**config.mk**
```make
export PLATFORM = sky130hd
export DESIGN_NAME = divergence_swirl_field_core
export DESIGN_NICKNAME = d
export VERILOG_FILES = /design/src/rtl/dsf_pkg.sv /design/src/rtl/divergence_swirl_field_core.sv /design/src/rtl/dsf_front.sv /design/src/rtl/dsf_queue.sv /design/src/rtl/dsf_back.sv
export SDC_FILE = /design/constraint.sdc
export NUM_CORES = 1
export LEC_CHECK = 0
export BUFFER_PORTS_ARGS = -buffer_cell sky130_fd_sc_hd__buf_4
export CORE_ASPECT_RATIO = 1.75
export CORE_UTILIZATION = 30
export CTS_BUF_LIST = sky130_fd_sc_hd__clkbuf_8
export DETAILED_ROUTE_END_ITERATION = 10
export PLACE_DENSITY_LB_ADDON = 0.25
export REMOVE_ABC_BUFFERS = 1
export SLEW_MARGIN = 20
export SYNTH_ARGS = -nofsm -noshare
export SYNTH_HDL_FRONTEND = slang
export SYNTH_SLANG_ARGS = --single-unit
```
**constraint.sdc**
```tcl
create_clock -name clk -period 17.45 [get_ports clk]
set_input_delay 0 -clock clk [delete_from_list [all_inputs] [get_ports clk]]
set_output_delay 0 -clock clk [all_outputs]
set_load 0.05 [all_outputs]
```
**src/rtl/dsf_pkg.sv**
```systemverilog
// shared types and constants for the divergence swirl field block
// no dependencies; imported by every module of the block
package dsf_pkg;

	localparam int SAMPLE_BITS   = 16;
	localparam int FRAC_BITS     = 8;
	localparam int BLEND_BITS    = 16;
	localparam int STRENGTH_FRAC = 12;
	localparam int DIV_CYCLES    = 8;
	localparam int QUEUE_DEPTH   = 2;

	localparam logic [1:0] OP_CLEAR     = 2'd0;
	localparam logic [1:0] OP_MEASURE   = 2'd1;
	localparam logic [1:0] OP_TRANSFORM = 2'd2;

	localparam logic [16:0] BLEND_ONE      = 17'(1 << BLEND_BITS);
	localparam logic [17:0] SMOOTH_THREE   = 18'(3 * (1 << BLEND_BITS));
	localparam logic [15:0] PEAK_DEFAULT   = 16'(1 << FRAC_BITS);
	localparam logic [15:0] STRENGTH_RESET = 16'd4096;

	typedef struct packed {
		logic [1:0]         opcode;
		logic signed [15:0] vel_x;
		logic signed [15:0] vel_y;
		logic signed [15:0] divergence;
		logic               pixel_valid;
	} dsf_pix_t;

	typedef struct packed {
		logic signed [15:0] swirl_x;
		logic signed [15:0] swirl_y;
		logic [16:0]        blend;
	} dsf_res_t;

	// one transform job, classified by the front part
	typedef struct packed {
		logic        valid;
		logic [15:0] mag_d;
		logic [15:0] peak;
		logic        neg_x;
		logic [15:0] mag_x;
		logic        neg_y;
		logic [15:0] mag_y;
	} dsf_job_t;

	typedef enum logic [3:0] {
		BK_IDLE,
		BK_DIV,
		BK_SQ,
		BK_SMOOTH,
		BK_GAIN,
		BK_CLAMP,
		BK_SWX,
		BK_SWY,
		BK_DONE
	} dsf_bk_state_t;

endpackage

```
**src/rtl/divergence_swirl_field_core.sv**
```systemverilog
// Swirl field generator over a pixel stream. Clear and measure items update
// the stored divergence peak in the front part and are taken one per cycle
// while the two-entry job queue has room. A transform item for a usable pixel
// passes through the back part in order: a step to take the job, the
// two-bit-a-cycle divider (skipped when the pixel's divergence reaches the
// peak), then five passes through the one shared 18x17 multiplier, a clamp
// step and a final output step. A masked pixel goes from the step that takes
// the job straight to the output step. The output register lets the next job
// start while a result waits. The strength register may be written only while
// no transform is in flight.
// depends on dsf_pkg, dsf_front, dsf_queue, dsf_back
module divergence_swirl_field_core
	import dsf_pkg::*;
(
	input  logic        clk,
	input  logic        arst_n,
	input  logic        pix_valid,
	output logic        pix_stall,
	input  dsf_pix_t    pix,
	output logic        res_valid,
	input  logic        res_stall,
	output dsf_res_t    res,
	input  logic        cfg_we,
	input  logic [15:0] cfg_wdata
);

	logic     queue_full;
	logic     job_push;
	dsf_job_t job_in;
	logic     job_avail;
	logic     job_pop;
	dsf_job_t job_head;

	dsf_front u_front (
		.clk        (clk),
		.arst_n     (arst_n),
		.pix_valid  (pix_valid),
		.pix_stall  (pix_stall),
		.pix        (pix),
		.queue_full (queue_full),
		.job_push   (job_push),
		.job        (job_in)
	);

	dsf_queue u_queue (
		.clk       (clk),
		.arst_n    (arst_n),
		.push      (job_push),
		.push_data (job_in),
		.full      (queue_full),
		.pop       (job_pop),
		.avail     (job_avail),
		.head      (job_head)
	);

	dsf_back u_back (
		.clk       (clk),
		.arst_n    (arst_n),
		.cfg_we    (cfg_we),
		.cfg_wdata (cfg_wdata),
		.job_avail (job_avail),
		.job       (job_head),
		.job_pop   (job_pop),
		.res_valid (res_valid),
		.res_stall (res_stall),
		.res       (res)
	);

endmodule

```
**src/rtl/dsf_front.sv**
```systemverilog
// front part: accepts pixel items, keeps the divergence peak, builds transform jobs
// depends on dsf_pkg
module dsf_front
	import dsf_pkg::*;
(
	input  logic     clk,
	input  logic     arst_n,
	input  logic     pix_valid,
	output logic     pix_stall,
	input  dsf_pix_t pix,
	input  logic     queue_full,
	output logic     job_push,
	output dsf_job_t job
);

	logic [15:0] peak_q;
	logic        accept;
	logic [15:0] mag_d;
	logic        d_neg;
	logic        vx_pos;
	logic        vx_neg;
	logic        vy_pos;
	logic        vy_neg;

	function automatic logic [15:0] abs16(input logic [15:0] v);
		abs16 = v[15] ? (~v + 16'd1) : v;
	endfunction

	assign pix_stall = queue_full;
	assign accept    = pix_valid && !pix_stall;
	assign job_push  = accept && (pix.opcode == OP_TRANSFORM);

	assign mag_d  = abs16(pix.divergence);
	assign d_neg  = pix.divergence[15];
	assign vx_neg = pix.vel_x[15];
	assign vy_neg = pix.vel_y[15];
	assign vx_pos = !pix.vel_x[15] && (pix.vel_x != 16'sd0);
	assign vy_pos = !pix.vel_y[15] && (pix.vel_y != 16'sd0);

	// quarter turn: (-vy, vx) for non-negative divergence, (vy, -vx) otherwise
	always_comb begin
		job.valid = pix.pixel_valid;
		job.mag_d = mag_d;
		job.peak  = (peak_q == 16'd0) ? PEAK_DEFAULT : peak_q;
		job.mag_x = abs16(pix.vel_y);
		job.mag_y = abs16(pix.vel_x);
		job.neg_x = d_neg ? vy_neg : vy_pos;
		job.neg_y = d_neg ? vx_pos : vx_neg;
	end

	always_ff @(posedge clk or negedge arst_n) begin
		if (!arst_n) begin
			peak_q <= 16'd0;
		end else if (accept) begin
			case (pix.opcode)
				OP_CLEAR: begin
					peak_q <= 16'd0;
				end
				OP_MEASURE: begin
					if (mag_d > peak_q) begin
						peak_q <= mag_d;
					end
				end
				default: begin
					peak_q <= peak_q;
				end
			endcase
		end
	end

endmodule

```
**src/rtl/dsf_queue.sv**
```systemverilog
// short job queue between the front and back parts
// depends on dsf_pkg
module dsf_queue
	import dsf_pkg::*;
(
	input  logic     clk,
	input  logic     arst_n,
	input  logic     push,
	input  dsf_job_t push_data,
	output logic     full,
	input  logic     pop,
	output logic     avail,
	output dsf_job_t head
);

	dsf_job_t    mem_q [QUEUE_DEPTH];
	logic        wr_ptr_q;
	logic        rd_ptr_q;
	logic [1:0]  count_q;

	assign full  = (count_q == 2'(QUEUE_DEPTH));
	assign avail = (count_q != 2'd0);
	assign head  = mem_q[rd_ptr_q];

	always_ff @(posedge clk) begin
		if (push) begin
			mem_q[wr_ptr_q] <= push_data;
		end
	end

	always_ff @(posedge clk or negedge arst_n) begin
		if (!arst_n) begin
			wr_ptr_q <= 1'b0;
			rd_ptr_q <= 1'b0;
			count_q  <= 2'd0;
		end else begin
			if (push) begin
				wr_ptr_q <= ~wr_ptr_q;
			end
			if (pop) begin
				rd_ptr_q <= ~rd_ptr_q;
			end
			case ({push, pop})
				2'b10:   count_q <= count_q + 2'd1;
				2'b01:   count_q <= count_q - 2'd1;
				default: count_q <= count_q;
			endcase
		end
	end

endmodule

```
**src/rtl/dsf_back.sv**
```systemverilog
// back part: divider, smoothstep and scaling sequencer with the output register
// depends on dsf_pkg; holds the strength register
module dsf_back
	import dsf_pkg::*;
(
	input  logic        clk,
	input  logic        arst_n,
	input  logic        cfg_we,
	input  logic [15:0] cfg_wdata,
	input  logic        job_avail,
	input  dsf_job_t    job,
	output logic        job_pop,
	output logic        res_valid,
	input  logic        res_stall,
	output dsf_res_t    res
);

	dsf_bk_state_t state_q;
	dsf_bk_state_t state_d;

	logic [15:0] strength_q;
	logic        valid_q;
	logic [15:0] peak_q;
	logic        neg_x_q;
	logic [15:0] mag_x_q;
	logic        neg_y_q;
	logic [15:0] mag_y_q;
	logic [15:0] rem_q;
	logic [15:0] quot_q;
	logic [2:0]  cnt_q;
	logic [16:0] n_q;
	logic [34:0] prod_q;
	logic [16:0] blend_q;
	logic signed [15:0] sx_q;
	logic        res_valid_q;
	dsf_res_t    res_q;

	logic        mul_en;
	logic [17:0] mul_a;
	logic [16:0] mul_b;
	logic        res_load;
	logic        res_free;
	logic        div_last;

	logic [16:0] t1;
	logic [16:0] t2;
	logic [16:0] r1;
	logic [16:0] r2;
	logic        ge1;
	logic        ge2;
	logic [15:0] quot_d;
	logic [20:0] blend_raw;
	logic signed [15:0] sy;

	// floor of (+/-p) / ONE, saturated to the signed sample range
	function automatic logic signed [15:0] scale_sat(input logic [34:0] p, input logic neg);
		logic [16:0] q;
		logic [32:0] up;
		logic [16:0] c;
		logic [16:0] nc;
		q  = p[32:16];
		up = p[32:0] + 33'h0FFFF;
		c  = up[32:16];
		nc = ~c + 17'd1;
		if (neg) begin
			scale_sat = nc[15:0];
		end else if (q > 17'd32767) begin
			scale_sat = 16'sh7FFF;
		end else begin
			scale_sat = q[15:0];
		end
	endfunction

	assign res_free = !res_valid_q || !res_stall;
	assign div_last = (cnt_q == 3'(DIV_CYCLES - 1));

	// restoring divide, two quotient bits a cycle
	always_comb begin
		t1     = {rem_q, 1'b0};
		ge1    = (t1 >= {1'b0, peak_q});
		r1     = ge1 ? (t1 - {1'b0, peak_q}) : t1;
		t2     = {r1[15:0], 1'b0};
		ge2    = (t2 >= {1'b0, peak_q});
		r2     = ge2 ? (t2 - {1'b0, peak_q}) : t2;
		quot_d = {quot_q[13:0], ge1, ge2};
	end

	assign blend_raw = prod_q[32:12];
	assign sy        = scale_sat(prod_q, neg_y_q);

	always_comb begin
		state_d = state_q;
		case (state_q)
			BK_IDLE: begin
				if (job_avail) begin
					if (!job.valid) begin
						state_d = BK_DONE;
					end else if (job.mag_d >= job.peak) begin
						state_d = BK_SQ;
					end else begin
						state_d = BK_DIV;
					end
				end
			end
			BK_DIV: begin
				if (div_last) begin
					state_d = BK_SQ;
				end
			end
			BK_SQ:     state_d = BK_SMOOTH;
			BK_SMOOTH: state_d = BK_GAIN;
			BK_GAIN:   state_d = BK_CLAMP;
			BK_CLAMP:  state_d = BK_SWX;
			BK_SWX:    state_d = BK_SWY;
			BK_SWY:    state_d = BK_DONE;
			BK_DONE: begin
				if (res_free) begin
					state_d = BK_IDLE;
				end
			end
			default:   state_d = BK_IDLE;
		endcase
	end

	// shared multiplier operands and control strobes
	always_comb begin
		job_pop  = 1'b0;
		mul_en   = 1'b0;
		mul_a    = 18'd0;
		mul_b    = 17'd0;
		res_load = 1'b0;
		case (state_q)
			BK_IDLE: begin
				job_pop = job_avail;
			end
			BK_SQ: begin
				mul_en = 1'b1;
				mul_a  = {1'b0, n_q};
				mul_b  = n_q;
			end
			BK_SMOOTH: begin
				mul_en = 1'b1;
				mul_a  = SMOOTH_THREE - {n_q, 1'b0};
				mul_b  = prod_q[32:16];
			end
			BK_GAIN: begin
				mul_en = 1'b1;
				mul_a  = {2'b00, strength_q};
				mul_b  = prod_q[32:16];
			end
			BK_SWX: begin
				mul_en = 1'b1;
				mul_a  = {2'b00, mag_x_q};
				mul_b  = blend_q;
			end
			BK_SWY: begin
				mul_en = 1'b1;
				mul_a  = {2'b00, mag_y_q};
				mul_b  = blend_q;
			end
			BK_DONE: begin
				res_load = res_free;
			end
			default: begin
				job_pop = 1'b0;
			end
		endcase
	end

	always_ff @(posedge clk or negedge arst_n) begin
		if (!arst_n) begin
			state_q     <= BK_IDLE;
			strength_q  <= STRENGTH_RESET;
			res_valid_q <= 1'b0;
		end else begin
			state_q <= state_d;
			if (cfg_we) begin
				strength_q <= cfg_wdata;
			end
			if (res_load) begin
				res_valid_q <= 1'b1;
			end else if (!res_stall) begin
				res_valid_q <= 1'b0;
			end
		end
	end

	always_ff @(posedge clk) begin
		if (job_pop) begin
			valid_q <= job.valid;
			peak_q  <= job.peak;
			neg_x_q <= job.neg_x;
			mag_x_q <= job.mag_x;
			neg_y_q <= job.neg_y;
			mag_y_q <= job.mag_y;
			rem_q   <= job.mag_d;
			quot_q  <= 16'd0;
			cnt_q   <= 3'd0;
			n_q     <= BLEND_ONE;
		end
		if (state_q == BK_DIV) begin
			rem_q  <= r2[15:0];
			quot_q <= quot_d;
			cnt_q  <= cnt_q + 3'd1;
			n_q    <= {1'b0, quot_d};
		end
		if (mul_en) begin
			prod_q <= 35'(mul_a * mul_b);
		end
		if (state_q == BK_CLAMP) begin
			blend_q <= (blend_raw > {4'd0, BLEND_ONE}) ? BLEND_ONE : blend_raw[16:0];
		end
		if (state_q == BK_SWY) begin
			sx_q <= scale_sat(prod_q, neg_x_q);
		end
		if (res_load) begin
			if (valid_q) begin
				res_q.swirl_x <= sx_q;
				res_q.swirl_y <= sy;
				res_q.blend   <= blend_q;
			end else begin
				res_q <= '0;
			end
		end
	end

	assign res_valid = res_valid_q;
	assign res       = res_q;

endmodule

```
# Yosys cells after proc, flatten, opt, wreduce, memory -nomap -nowiden
# Memory sizes are Yosys's and may differ from the RTL's.
# Index checks and enable logic that the tools add are counted.
# op_classes
addsub,11
n_mul,1
order_cmp,6
n_eq_ne,19
n_mux,37
bitwise,6
n_reduce_logical,24
# ops
cell,count
two-way mux 16 bit,14
case mux 18 bit (5 select lines),1
"adder 16 x 1 -> 16 bit, second input constant",4
inverter 16 bit,4
case mux 17 bit (3 select lines),1
case mux 4 bit (9 select lines),1
>= comparator 17 x 16 -> 1 bit,2
multiplier 18 x 17 -> 33 bit,1
"adder 32 x 16 -> 32 bit, second input constant",1
case mux 16 bit (2 select lines),1
nonzero test 16 bit,2
subtractor 16 bit,2
two-way mux 14 bit,2
"> comparator 21 x 17 -> 1 bit, second input constant",1
"subtractor 18 bit, first input constant",1
"> comparator 17 x 15 -> 1 bit, second input constant",1
"equality test 4 x 3 -> 1 bit, second input constant",4
>= comparator 16 bit,1
> comparator 16 bit,1
logical NOT 16 bit,1
two-way mux 4 bit,4
"!= test 2 x 1 -> 1 bit, second input constant",5
two-way mux 1 bit,9
"equality test 4 x 2 -> 1 bit, second input constant",2
other kinds (21),38
# totals
ff_bits,257
mem_bits_rw,134
out_inout_bits,51
word_cells,129
mem_count,1
# memory_table
name,depth,word_bits,read_ports,rd_ports_with_merged_regs,wr,line,text
u_queue.mem_q,2,67,1,0,1,dsf_queue.sv:16,dsf_job_t mem_q [QUEUE_DEPTH];

# Longest topological paths before layout
# depth
depth_word,6
mapped_depth,31

# Modules after synthesis
# From an unflattened synthesis, not the netlist that was laid out.
# unflattened
hier_cells,2734
hier_area_um2,28748.8
# by_module_without_submodules
module,n_inst,cells_per_inst,area_each_um2,seq_area_each_um2
dsf_back,1,2237,21485.6,6582.6
dsf_queue,1,225,5112.4,4124.0
dsf_front,1,272,2150.8,400.4

# Least setup slack after synthesis
# OpenSTA, ideal clock, no wires.
# synth_path
kind,reg-to-reg
from,reg u_back.state_q[1]
to,"reg u_back.prod_q[32], data pin"
t_arrival_ns,7.481
t_required_ns,17.190
setup_slack_ns,9.709
path_stages_with_launch,29
path_buffers,3
synth_period_minus_slack_ns,7.741
path_cell_list,dfrtp_1 > clkbuf_1 > nand2_1 > nor2_1 > clkbuf_1 > a22oi_1 > and4_1 > clkbuf_1 > nor2_1 > fa_1 > inv_1 > fa_1 > fa_1 > inv_1 > fa_1 > fa_1 > inv_1 > fa_1 > inv_1 > ha_1 > a211oi_1 > nor2_1 > o41ai_1 > a21boi_0 > o21a_1 > a21o_1 > a31oi_1 > o21ai_0 > xnor2_1
# synth_via
elab_chain_len,4
elab_cells_between_ends,10
# synth_rtl
element,line,text
from (decl),dsf_back.sv:18,dsf_bk_state_t state_q;
from (signal assigned),dsf_back.sv:176,state_q <= state_d;
equality test 4 x 3 -> 1 bit / equality test 4 x 2 -> 1 bit (equally long branches),dsf_back.sv:132,case (state_q)
OR reduction 2 bit (no source line),-,
case mux 17 bit (3 select lines),dsf_back.sv:132,
multiplier 18 x 17 -> 33 bit *,dsf_back.sv:208,prod_q <= 35'(mul_a * mul_b);
to (signal assigned),dsf_back.sv:208,
to (decl),dsf_back.sv:32,logic [34:0] prod_q;
# Mark *: on every way between the ends. The rest lies on a longest branch, timed or not.
# A chain may end at the register's enable or synchronous reset.

==> impl_metrics.ini <==
[grt]
grt_pass1_vias = 21700
antenna_found_initial = 1
grt_remaining_overflow = 0
grt_usage = 0.177
grt_pass1_wl_um = 129000
grt_max_degree = 67

[worst_setup_path]
crit_required_ps = 17910
end_kind = register
r2r-start = u_back.quot_q[5]
crit_type = register to register
path_max_fanout = 9
cp-startpoint = u_back.quot_q[5]
crit_path_start_kind = register
worstPathArrival_ps = 9360

[drt]
post_drt_wl_per_cell_um = 20.1
viasPerCell = 4.93
routed_wl_um = 84500
drt_first_pass_iters = 7
drt_iter0_drc = 1312
drcViolationCount = 0
ant_nets = 0
num_vias = 20700

[placed_design]
dp_cells = 3969
place_congestion = 0.960
dpl_worst_slack_ps = 8580
hpwl_um = 67100
port_buffers = 122

[power_and_ir_drop]
p_switching_mw = 2.86
pwr-share-clk = 0.148
combPwrFrac = 0.586
p_leak_nw = 13.8
p_sw_frac = 0.479
peakVddDrop_mv = 0.118
seqPwrFrac = 0.265
power_mw = 5.96
cellPowerDensity_nw_per_um2 = 179
internal_power_mw = 3.11

[logic_synthesis]
synth_top_area_frac = 0.354
synth_area_per_cell_um2 = 10.4
yosysWarnings = 0
synth_top_cell_by_area = edfxtp_1
synth_ff_type = edfxtp_1
ys_async_sr_fraction = 0.109
synth-edff-count = 335
yosysSeqAreaShare = 0.390
ys_types = 76
syn-cell-area_um2 = 28500
synthTopCellsByArea = edfxtp_1 35%, fa_1 17%, ha_1 7.4%, inv_1 5.1%, nand2_1 3.8%
ys_ff_latch = 377
postSynthCellCount = 2738

[floorplanning]
die-height_um = 409
die_w_um = 235
die_area_um2 = 96100
start_util = 0.302
ios = 123
coreArea_um2 = 94100
row_count = 149

[cts]
clock_path_buffers = 3
clockRootBuffer = clkbuf_8
clkSinkCount = 377
ctsHtreeMaxLevel = 2
cts_tree = done
cts_buffers = 61
clock_latency_ps = 740
clk_pin_slew_ps = 60
cts_setup_buffers = 0

[status]
status = complete, no violations

[final_layout]
layout.nets = 3422
layout_common_cells = 393 x inv_1, 335 x edfxtp_1, 289 x nand2_1, 263 x nor2_1, 239 x fa_1
fill_cells = 9505
drive_above_1_share = 0.120
layout_commonest_cell = inv_1
final_cells = 4201
areaGrowthSynthToFinish_pct = 17.0

[sta]
rsz0062_at_grt = no
max_slew_margin = 0.244
drv_slew = 0
hold_viol_final = 0
fmax_mhz = 112
fin_ws_ps = 8550
min_period_over_period = 0.510
worst_slew_pin_slew_ps = 1130
fin_setup_tns_ps = 0
finalSetupViolCount = 0
whs_ps = 52.0
layout_min_cycle_time_ps = 8900
fin_skew_ps = 43.6

[worst_hold_path]
min_path_type = input pin to register
hold_start = pix[1]

[flow_run]
maxCapViolCount = 0
[per-layer routing]
| metal | global-route usage | vias up | share of wire |
|---|---|---|---|
| met5 | 0 | - | 0 |
| met4 | 0.103 | 0 | 0.060 |
| met3 | 0.0239 | 220 | 0.040 |
| met2 | 0.341 | 589 | 0.54 |
| met1 | 0.180 | 10200 | 0.36 |
| li1 | - | 9686 | - |
[state kept, by name (all words and copies together), names as in the netlist, 2 cells and up]
register,cells
u_back.sx_q,16
u_back.quot_q,13
u_front.peak_q,16
u_back.prod_q,33
u_back.blend_q,17
u_back.rem_q,16
u_back.n_q,4
u_back.peak_q,16
u_back.cnt_q,3
u_queue.mem_q,134
u_back.res,49
u_back.strength_q,16
u_back.state_q,4
u_queue.count_q,2
u_back.mag_x_q,16
u_back.mag_y_q,16
[worst max-delay path, cell delays in order (launching register included)]
cell and delay, ps:
edfxtp_1 470, nor4_1 580, nand2_1 220, or3_1 360, xor2_1 160, a21oi_1 820, nor2_1 170, fa_1 570
inv_1 50, fa_1 510, fa_1 520, inv_1 50, fa_1 470, fa_1 540, inv_1 50, fa_1 520
inv_1 40, ha_1 380, a211oi_1 320, nor2_1 110, o41ai_1 350, a21boi_0 290, o21a_1 290, a21o_1 200
a31oi_1 270, o21ai_0 160, xnor2_1 140
[worst paths after layout]
check	endpoint	depth (start not counted)	slack, ps
worst min-delay path	u_queue.mem_q[0][50]	2	50
worst max register to register	u_back.prod_q[32]	26	8550
max in group asynchronous	u_back.strength_q[0]	4	16760
worst min register to register	u_back.res[34]	1	520
min in group asynchronous	u_queue.rd_ptr_q	4	360
worst max-delay path	u_back.prod_q[32]	26	8550
[cell type report]
| cell class | instances | area (um2) | area share |
|---|---|---|---|
| Inverter | 385 | 1450 | 0.0434 |
| Tap cell | 1208 | 1510 | 0.0454 |
| Antenna cell | 1 | 2.50 | 0.0000752 |
| Timing Repair Buffer | 268 | 2320 | 0.0699 |
| Clock inverter | 49 | 497 | 0.0149 |
| Clock buffer | 64 | 881 | 0.0265 |
| Sequential cell | 377 | 11100 | 0.334 |
| Multi-Input combinational cell | 1849 | 15500 | 0.466 |
[power by group through the flow]
stage | Combinational, mW | Clock, mW | Sequential [mW]
after floorplan | 2.37 | 0 | 1.59
final | 3.50 | 0.884 | 1.58
after detailed placement | 3.47 | 0 | 1.60
after global routing | 3.88 | 0.946 | 1.61
after CTS | 3.52 | 0.915 | 1.58
after global placement | 3.46 | 0 | 1.60
[cell usage after synthesis (11+ instances only)]
library cell  number
mux2_2            70
dfrtp_1           40
a211oi_1          14
ha_1             169
a311oi_1          18
or2_2             12
nor4_1            22
nor2_1           268
nand2b_1          21
a32o_1            12
fa_1             239
a31oi_1           26
a22oi_1           23
o21ai_0           67
and2_1            77
nand3_1           36
o41ai_1           12
nand4_1           20
nand2_1          289
o31ai_1           15
a21oi_1           86
clkbuf_1         114
inv_1            385
o21a_1            11
and4_1            13
and3_1            22
a21o_1            21
edfxtp_1         335
xor2_1            28
xnor2_1           84
nor3_1            45
mux2i_1           21
[stage by stage]
step,util,instance area [um2]
4_1_cts,0.353,33300
2_1_floorplan,-,28000
3_3_place_gp,0.326,30700
5_1_grt,0.353,33300
3_5_place_dp,0.326,30700
6_report,0.353,33300
[logic make-up after synthesis]
kind of cell	Yosys count	synth area share
xor+xnor	112	0.0345
mux	91	0.0351
fa+ha+maj	408	0.242
simple gates	876	0.144
buf+inv	512	0.0682
flops	377	0.390
compound gates	362	0.0851
[what timing repair did]
action,CTS,global route
gates resized for setup,0,0
hold buffers,118,0
hold endpoints to repair,229,0
(Power assumes the default switching activity.)
